<file path="src/sv/scpwm_pkg.sv">
// ----------------------------------------------------------------------------
// scpwm_pkg
// shared types and register map constants for the sixteen-channel pwm device
// ----------------------------------------------------------------------------
package scpwm_pkg;

	typedef enum logic [1:0] {
		CMD_TICK  = 2'd0,
		CMD_PTR   = 2'd1,
		CMD_WRITE = 2'd2,
		CMD_READ  = 2'd3
	} cmd_t;

	// register map
	localparam logic [7:0] ADDR_MODE1    = 8'h00;
	localparam logic [7:0] ADDR_MODE2    = 8'h01;
	localparam logic [7:0] ADDR_LED_BASE = 8'h06;
	localparam logic [7:0] ADDR_ALL_BASE = 8'hFA;
	localparam logic [7:0] ADDR_PRESCALE = 8'hFE;

	// mode bits
	localparam int M1_SLEEP_BIT = 4;
	localparam int M1_AI_BIT    = 5;
	localparam int M2_INVRT_BIT = 4;

	// on/off count words: flag bit above twelve count bits
	localparam int CNT_W     = 13;
	localparam int FULL_BIT  = 12;
	localparam int HI_BITS   = 5;

	localparam logic [7:0] PRESCALE_MIN = 8'h03;

	// reset values
	localparam logic [6:0]       MODE1_RST    = 7'h11;
	localparam logic [4:0]       MODE2_RST    = 5'h04;
	localparam logic [7:0]       PRESCALE_RST = 8'd30;
	localparam logic [CNT_W-1:0] ON_RST       = 13'h0000;
	localparam logic [CNT_W-1:0] OFF_RST      = 13'h1000;

	localparam int PWM_W   = 16;
	localparam int PHASE_W = 12;

endpackage

</file>
<file path="src/sv/scpwm_levels.sv">
// ----------------------------------------------------------------------------
// scpwm_levels
// channel level compare: each channel against its on/off counts, then invert
// ----------------------------------------------------------------------------
module scpwm_levels #(
	parameter int CHANNELS   = 16,
	parameter int COUNT_BITS = 12
) (
	input  logic [CHANNELS-1:0][scpwm_pkg::CNT_W-1:0] on_cnt,
	input  logic [CHANNELS-1:0][scpwm_pkg::CNT_W-1:0] off_cnt,
	input  logic [COUNT_BITS-1:0]                     count,
	input  logic                                      invert,
	output logic [scpwm_pkg::PWM_W-1:0]               lines
);
	import scpwm_pkg::*;

	logic [CHANNELS-1:0] lv;

	always_comb begin
		logic [COUNT_BITS-1:0] lo;
		logic [COUNT_BITS-1:0] hi;
		logic                  raw;
		for (int ch = 0; ch < CHANNELS; ch++) begin
			lo = on_cnt[ch][COUNT_BITS-1:0];
			hi = off_cnt[ch][COUNT_BITS-1:0];
			if (off_cnt[ch][FULL_BIT]) begin
				raw = 1'b0;
			end else if (on_cnt[ch][FULL_BIT]) begin
				raw = 1'b1;
			end else if (lo < hi) begin
				raw = (count >= lo) && (count < hi);
			end else if (lo > hi) begin
				// window wraps through zero
				raw = (count >= lo) || (count < hi);
			end else begin
				raw = 1'b0;
			end
			lv[ch] = raw ^ invert;
		end
	end

	assign lines = PWM_W'(lv);

endmodule

</file>
<file path="src/sv/sixteen_channel_pwm_register_device.sv">
// ----------------------------------------------------------------------------
// sixteen_channel_pwm_register_device
// byte-wide register device driving up to sixteen pwm channels
// ----------------------------------------------------------------------------
// Each command word (tick, pointer load, byte write, byte read) gives exactly
// one response word carrying the read byte, the channel levels and the period
// counter as they stand after that command. A word goes through an input
// register and then a result register, from which its response is driven. One
// command is taken every cycle while the response side keeps up. The path
// between the two registers is the register decode and the per-channel
// on/off compare. cmd_stall rises only while a response is held by
// rsp_stall and the input register is full.
module sixteen_channel_pwm_register_device #(
	parameter int CHANNELS   = 16,
	parameter int COUNT_BITS = 12
) (
	input  logic                                clk,
	input  logic                                arst_n,
	input  logic                                cmd_valid,
	output logic                                cmd_stall,
	input  logic [1:0]                          cmd,
	input  logic [7:0]                          reg_addr,
	input  logic [7:0]                          wr_data,
	output logic                                rsp_valid,
	input  logic                                rsp_stall,
	output logic [7:0]                          rd_data,
	output logic [scpwm_pkg::PWM_W-1:0]         pwm_lines,
	output logic [scpwm_pkg::PHASE_W-1:0]       phase_count
);
	import scpwm_pkg::*;

	// input register
	logic       valid_s1;
	cmd_t       cmd_s1;
	logic [7:0] addr_s1;
	logic [7:0] data_s1;

	// device state
	logic [6:0]                         mode1_q, mode1_d;
	logic [4:0]                         mode2_q, mode2_d;
	logic [7:0]                         ptr_q, ptr_d;
	logic [7:0]                         pre_q, pre_d;
	logic [7:0]                         pcnt_q, pcnt_d;
	logic [COUNT_BITS-1:0]              period_q, period_d;
	logic [CHANNELS-1:0][CNT_W-1:0]     on_q, on_d;
	logic [CHANNELS-1:0][CNT_W-1:0]     off_q, off_d;

	// result register
	logic                   rsp_valid_q;
	logic [7:0]             rd_q;
	logic [PWM_W-1:0]       lines_q;
	logic [PHASE_W-1:0]     phase_q;

	logic             adv;
	logic [7:0]       rd_d;
	logic [PWM_W-1:0] lines_d;

	assign adv       = !rsp_valid_q || !rsp_stall;
	assign cmd_stall = valid_s1 && !adv;

	always_ff @(posedge clk or negedge arst_n) begin
		if (!arst_n) begin
			valid_s1 <= 1'b0;
		end else if (!cmd_stall) begin
			valid_s1 <= cmd_valid;
		end
	end

	always_ff @(posedge clk) begin
		if (cmd_valid && !cmd_stall) begin
			cmd_s1  <= cmd_t'(cmd);
			addr_s1 <= reg_addr;
			data_s1 <= wr_data;
		end
	end

	// next state for the word in the input register
	always_comb begin
		logic [7:0] led_off;
		logic       led_hit;
		logic       all_hit;
		logic [1:0] sel;
		logic [7:0] v;

		mode1_d  = mode1_q;
		mode2_d  = mode2_q;
		ptr_d    = ptr_q;
		pre_d    = pre_q;
		pcnt_d   = pcnt_q;
		period_d = period_q;
		on_d     = on_q;
		off_d    = off_q;
		rd_d     = 8'h00;
		sel      = 2'd0;

		led_off = ptr_q - ADDR_LED_BASE;
		led_hit = (ptr_q >= ADDR_LED_BASE) && (led_off < 8'(4 * CHANNELS));
		all_hit = (ptr_q >= ADDR_ALL_BASE) && (ptr_q < ADDR_PRESCALE);
		v       = data_s1;

		case (cmd_s1)
			CMD_TICK: begin
				if (!mode1_q[M1_SLEEP_BIT]) begin
					if (pcnt_q >= pre_q) begin
						pcnt_d   = 8'h00;
						period_d = period_q + 1'b1;
					end else begin
						pcnt_d = pcnt_q + 8'd1;
					end
				end
			end
			CMD_PTR: begin
				ptr_d = addr_s1;
			end
			CMD_WRITE: begin
				if (ptr_q == ADDR_MODE1) begin
					mode1_d = v[6:0];
				end else if (ptr_q == ADDR_MODE2) begin
					mode2_d = v[4:0];
				end else if (ptr_q == ADDR_PRESCALE) begin
					if (mode1_q[M1_SLEEP_BIT]) begin
						pre_d = (v < PRESCALE_MIN) ? PRESCALE_MIN : v;
					end
				end
				// all_led bytes map FA..FD onto select 0..3
				sel = all_hit ? (ptr_q[1:0] + 2'd2) : led_off[1:0];
				for (int ch = 0; ch < CHANNELS; ch++) begin
					if (all_hit || (led_hit && led_off[7:2] == 6'(ch))) begin
						case (sel)
							2'd0:    on_d[ch][7:0]        = v;
							2'd1:    on_d[ch][CNT_W-1:8]  = v[HI_BITS-1:0];
							2'd2:    off_d[ch][7:0]       = v;
							default: off_d[ch][CNT_W-1:8] = v[HI_BITS-1:0];
						endcase
					end
				end
				if (mode1_d[M1_AI_BIT]) begin
					ptr_d = ptr_q + 8'd1;
				end
			end
			default: begin
				if (ptr_q == ADDR_MODE1) begin
					rd_d = {1'b0, mode1_q};
				end else if (ptr_q == ADDR_MODE2) begin
					rd_d = {3'b000, mode2_q};
				end else if (ptr_q == ADDR_PRESCALE) begin
					rd_d = pre_q;
				end else if (led_hit) begin
					for (int ch = 0; ch < CHANNELS; ch++) begin
						if (led_off[7:2] == 6'(ch)) begin
							case (led_off[1:0])
								2'd0:    rd_d = on_q[ch][7:0];
								2'd1:    rd_d = {3'b000, on_q[ch][CNT_W-1:8]};
								2'd2:    rd_d = off_q[ch][7:0];
								default: rd_d = {3'b000, off_q[ch][CNT_W-1:8]};
							endcase
						end
					end
				end
				if (mode1_q[M1_AI_BIT]) begin
					ptr_d = ptr_q + 8'd1;
				end
			end
		endcase
	end

	scpwm_levels #(
		.CHANNELS   (CHANNELS),
		.COUNT_BITS (COUNT_BITS)
	) u_levels (
		.on_cnt  (on_d),
		.off_cnt (off_d),
		.count   (period_d),
		.invert  (mode2_d[M2_INVRT_BIT]),
		.lines   (lines_d)
	);

	always_ff @(posedge clk or negedge arst_n) begin
		if (!arst_n) begin
			mode1_q  <= MODE1_RST;
			mode2_q  <= MODE2_RST;
			ptr_q    <= 8'h00;
			pre_q    <= PRESCALE_RST;
			pcnt_q   <= 8'h00;
			period_q <= '0;
			for (int ch = 0; ch < CHANNELS; ch++) begin
				on_q[ch]  <= ON_RST;
				off_q[ch] <= OFF_RST;
			end
		end else if (valid_s1 && adv) begin
			mode1_q  <= mode1_d;
			mode2_q  <= mode2_d;
			ptr_q    <= ptr_d;
			pre_q    <= pre_d;
			pcnt_q   <= pcnt_d;
			period_q <= period_d;
			on_q     <= on_d;
			off_q    <= off_d;
		end
	end

	always_ff @(posedge clk or negedge arst_n) begin
		if (!arst_n) begin
			rsp_valid_q <= 1'b0;
		end else if (adv) begin
			rsp_valid_q <= valid_s1;
		end
	end

	always_ff @(posedge clk) begin
		if (valid_s1 && adv) begin
			rd_q    <= rd_d;
			lines_q <= lines_d;
			phase_q <= PHASE_W'(period_d);
		end
	end

	assign rsp_valid   = rsp_valid_q;
	assign rd_data     = rd_q;
	assign pwm_lines   = lines_q;
	assign phase_count = phase_q;

endmodule

</file>
<file path="config.mk">
export PLATFORM = sky130hd
export DESIGN_NAME = sixteen_channel_pwm_register_device
export DESIGN_NICKNAME = d
export VERILOG_FILES = /design/src/sv/scpwm_pkg.sv /design/src/sv/scpwm_levels.sv /design/src/sv/sixteen_channel_pwm_register_device.sv
export SDC_FILE = /design/constraint.sdc
export NUM_CORES = 2
export LEC_CHECK = 0
export ABC_AREA = 1
export BUFFER_PORTS_ARGS = -buffer_cell sky130_fd_sc_hd__buf_2
export CORE_ASPECT_RATIO = 1.75
export CORE_MARGIN = 2
export CORE_UTILIZATION = 35
export CTS_CLUSTER_SIZE = 14
export DETAILED_ROUTE_END_ITERATION = 6
export PLACE_DENSITY_LB_ADDON = 0.12
export SYNTH_ARGS = -nofsm -noshare
export SYNTH_HDL_FRONTEND = slang
export SYNTH_SLANG_ARGS = --single-unit
</file>
<file path="constraint.sdc">
create_clock -name clk -period 16.25 [get_ports clk]
set_input_delay 2.4375 -clock clk [delete_from_list [all_inputs] [get_ports clk]]
set_output_delay 2.4375 -clock clk [all_outputs]
set_load 0.02 [all_outputs]
</file>
==> impl_metrics.yaml <==
cts:
  clkSinkCount: 520
  clk_latency_ns: 0.69
  cts_tree: "done"
  cts_setup_buffers: 0
  root_buffer: "clkbuf_16"
  cts_buffer_depth: 3
  numCtsBuffers: 58
  post_cts_resized: 0
  cts-htree-levels: 2
  holdBufCountCts: 0
  cts.reportedPaths.clkPinSlew_ns: 0.07
finish:
  post-route-util_pct: 38.6
  areaGrowthSynthToFinish_pct: 9.31
  final_common_cell: "nand2_1"
  layout.nets: 6616
  fillers: 13100
  post_route_cells_drive_above_1_share_pct: 6.87
  fin_cells: 7702
  final_cell_mix: "nand2_1 (1341), inv_1 (728), o21ai_0 (693)"
timing:
  rsz0062_at_grt: "false"
  fin_setup_tns_ns: 0
  finalSetupViolations: 0
  fmax_mhz: 177
  hold_viol: 0
  period_minus_slack_ns: 5.64
  skew_ns: 0.0239
  maxSlewViolCount: 0
  layout_setup_ws_ns: 10.61
  timing.slew.headroom_pct: 12.4
  period_share_pct: 34.7
  tightest_slew_ns: 1.31
pwr:
  power.density_nw_per_um2: 194
  p_leak_nw: 22.3
  ir_worst_vdd_mv: 0.106
worst_setup_path:
  timing.critical_path.max_delay_family: "simple AND/OR/NAND/NOR gates"
  crit_path_top_delay_cell: "buf_4"
  crit_path_end_kind: "flip-flop"
  cp_num_buf_inv: 6
  crit_arrival_ns: 6.07
  worst_ep_required_time_ns: 16.68
  path_class: "flip-flop to flip-flop"
  cp_slowest_stage_delay_ns: 0.67
  startpoint_type: "flip-flop"
  crit_fanout: 27
  cp_common_cell: "nand2_1"
drt:
  drtPass1Iterations: 5
  drcViolationCount: 0
  routedWlPerCell_um: 25.6
  via_per_inst: 5.67
  drt_wl_total_mm: 197
  drtIter0Drc: 3695
  ant_nets: 0
  vias: 43700
outcome:
  status: "finished clean"
synth:
  syn_nets: 6700
  ys_ff_latch: 520
  yosysSeqAreaShare_pct: 30.4
  synth_area_per_cell_um2: 7.19
  yosysUniqueCellTypes: 61
  ys_warn_count: 0
  synthCells: 6093
  syn_area_um2: 43800
floorplanning:
  core_um2: 124000
  die_w_um: 271
  die-height_um: 472
  dieArea_um2: 128000
  rows: 171
  ioPinCount: 60
  start_util_pct: 35.3
global_route:
  grt_usage_pct: 30.3
  grt_max_degree: 157
  grt_pass1_vias: 42500
  grt_pass1_wl_mm: 287
  grt_antenna_before_repair: 6
  overflow: 0
worst_hold_path:
  hold_path_class: "flip-flop to flip-flop"
placed_design:
  io_buffer_count: 59
  gp_congestion: 0.927
  place_inst: 7592
  post-place-ws_ns: 10.64
  dp_hpwl_mm: 135
run:
  maxCapViolCount: 0
[cell families after synthesis]
group	after synthesis	share of synthesized area, %
flops	520	30.4
simple gates	2035	19.1
fa+ha+maj	585	16.7
compound gates	1868	24.1
xor+xnor	14	0.280
buf+inv	1068	9.35
mux	3	0.0685
[synth_stat cells (all sizes together)]
| library cell | number | share of area, % |
|---|---|---|
| a2111oi | 13 | 0.26 |
| a211o | 1 | 0.020 |
| a211oi | 41 | 0.70 |
| a21boi | 8 | 0.14 |
| a21oi | 627 | 7.2 |
| a221oi | 7 | 0.14 |
| a22o | 1 | 0.020 |
| a31oi | 42 | 0.60 |
| a32oi | 9 | 0.18 |
| buf | 98 | 1.0 |
| clkbuf | 193 | 1.7 |
| clkinv | 9 | 0.089 |
| dfrtp | 443 | 25 |
| dfstp | 23 | 1.4 |
| edfxtp | 54 | 3.7 |
| ha | 585 | 17 |
| inv | 768 | 6.6 |
| mux2i | 3 | 0.069 |
| nand2 | 1380 | 12 |
| nand3 | 136 | 1.7 |
| nand3b | 7 | 0.12 |
| nand4 | 59 | 0.87 |
| nor2 | 403 | 3.6 |
| nor3 | 33 | 0.41 |
| nor3b | 2 | 0.034 |
| nor4 | 2 | 0.029 |
| nor4b | 2 | 0.040 |
| o2111ai | 5 | 0.10 |
| o211a | 4 | 0.091 |
| o211ai | 19 | 0.33 |
| o21a | 64 | 1.1 |
| o21ai | 743 | 8.7 |
| o21bai | 10 | 0.17 |
| o221a | 10 | 0.26 |
| o221ai | 68 | 1.4 |
| o22ai | 190 | 2.7 |
| o31ai | 1 | 0.017 |
| o32ai | 5 | 0.10 |
| or2 | 4 | 0.057 |
| or3 | 7 | 0.10 |
| xor2 | 14 | 0.28 |
[per-layer routing]
metal	up-vias	part of all wire [%]	GRT usage, %
met4	4	8.1	20.7
met3	552	5.1	3.28
met1	20900	38	34.5
li1	20600	-	-
met5	-	0.012	0
met2	1603	49	53.0
[worst min-delay path, cell delays in order, from the launching register on]
cell	delay [ns]
dfrtp_1	0.34
nand2_1	0.05
o21ai_0	0.06
[power breakdown]
group	switching [W]	total (W)	internal, W
Combinational	0.00387	0.00568	0.00181
Sequential	0.000377	0.00216	0.00179
Clock	0.000652	0.00144	0.000788
Total	0.00490	0.00928	0.00438
[per-stage QoR]
step | power [W] | hold WS [ns] | area [µm²]
2_1_floorplan | 0.00580 | 0.434 | 43800
3_3_place_gp | 0.00774 | 0.469 | 46000
3_5_place_dp | 0.00780 | 0.473 | 46000
4_1_cts | 0.00927 | 0.489 | 47900
5_1_grt | 0.0101 | 0.515 | 47900
6_report | 0.00928 | 0.485 | 47900
[area by class of cell]
class / instances / area, µm² / share of cell area [%]
antenna: 1 / 2.50 / 0.00522
clock buffer: 81 / 1650 / 3.44
clock inverter: 28 / 302 / 0.629
inverter: 777 / 2940 / 6.14
multi-input combinational: 4505 / 26700 / 55.6
sequential: 520 / 13300 / 27.8
tap: 1643 / 2060 / 4.29
timing repair buffer: 147 / 991 / 2.07
[final timing paths]
kind,depth (start not counted),startpoint,endpoint,slack (ns)
min in group asynchronous,1,arst_n,on_q[133],1.69
max in group asynchronous,4,arst_n,on_q[37],11.58
setup / recovery,31,pre_q[1],pwm_lines[0],10.61
hold / removal,2,on_q[177],on_q[177],0.49
setup reg to reg,31,pre_q[1],pwm_lines[0],10.61
hold reg to reg,2,on_q[177],on_q[177],0.49
[sequential cells by signal, indices dropped and copies added (netlist names), 12 cells and up]
| signal | flops |
|---|---|
| pwm_lines | 16 |
| off_q | 208 |
| phase_count | 12 |
| on_q | 208 |
| period_q | 12 |
(Power assumes the default switching activity.)
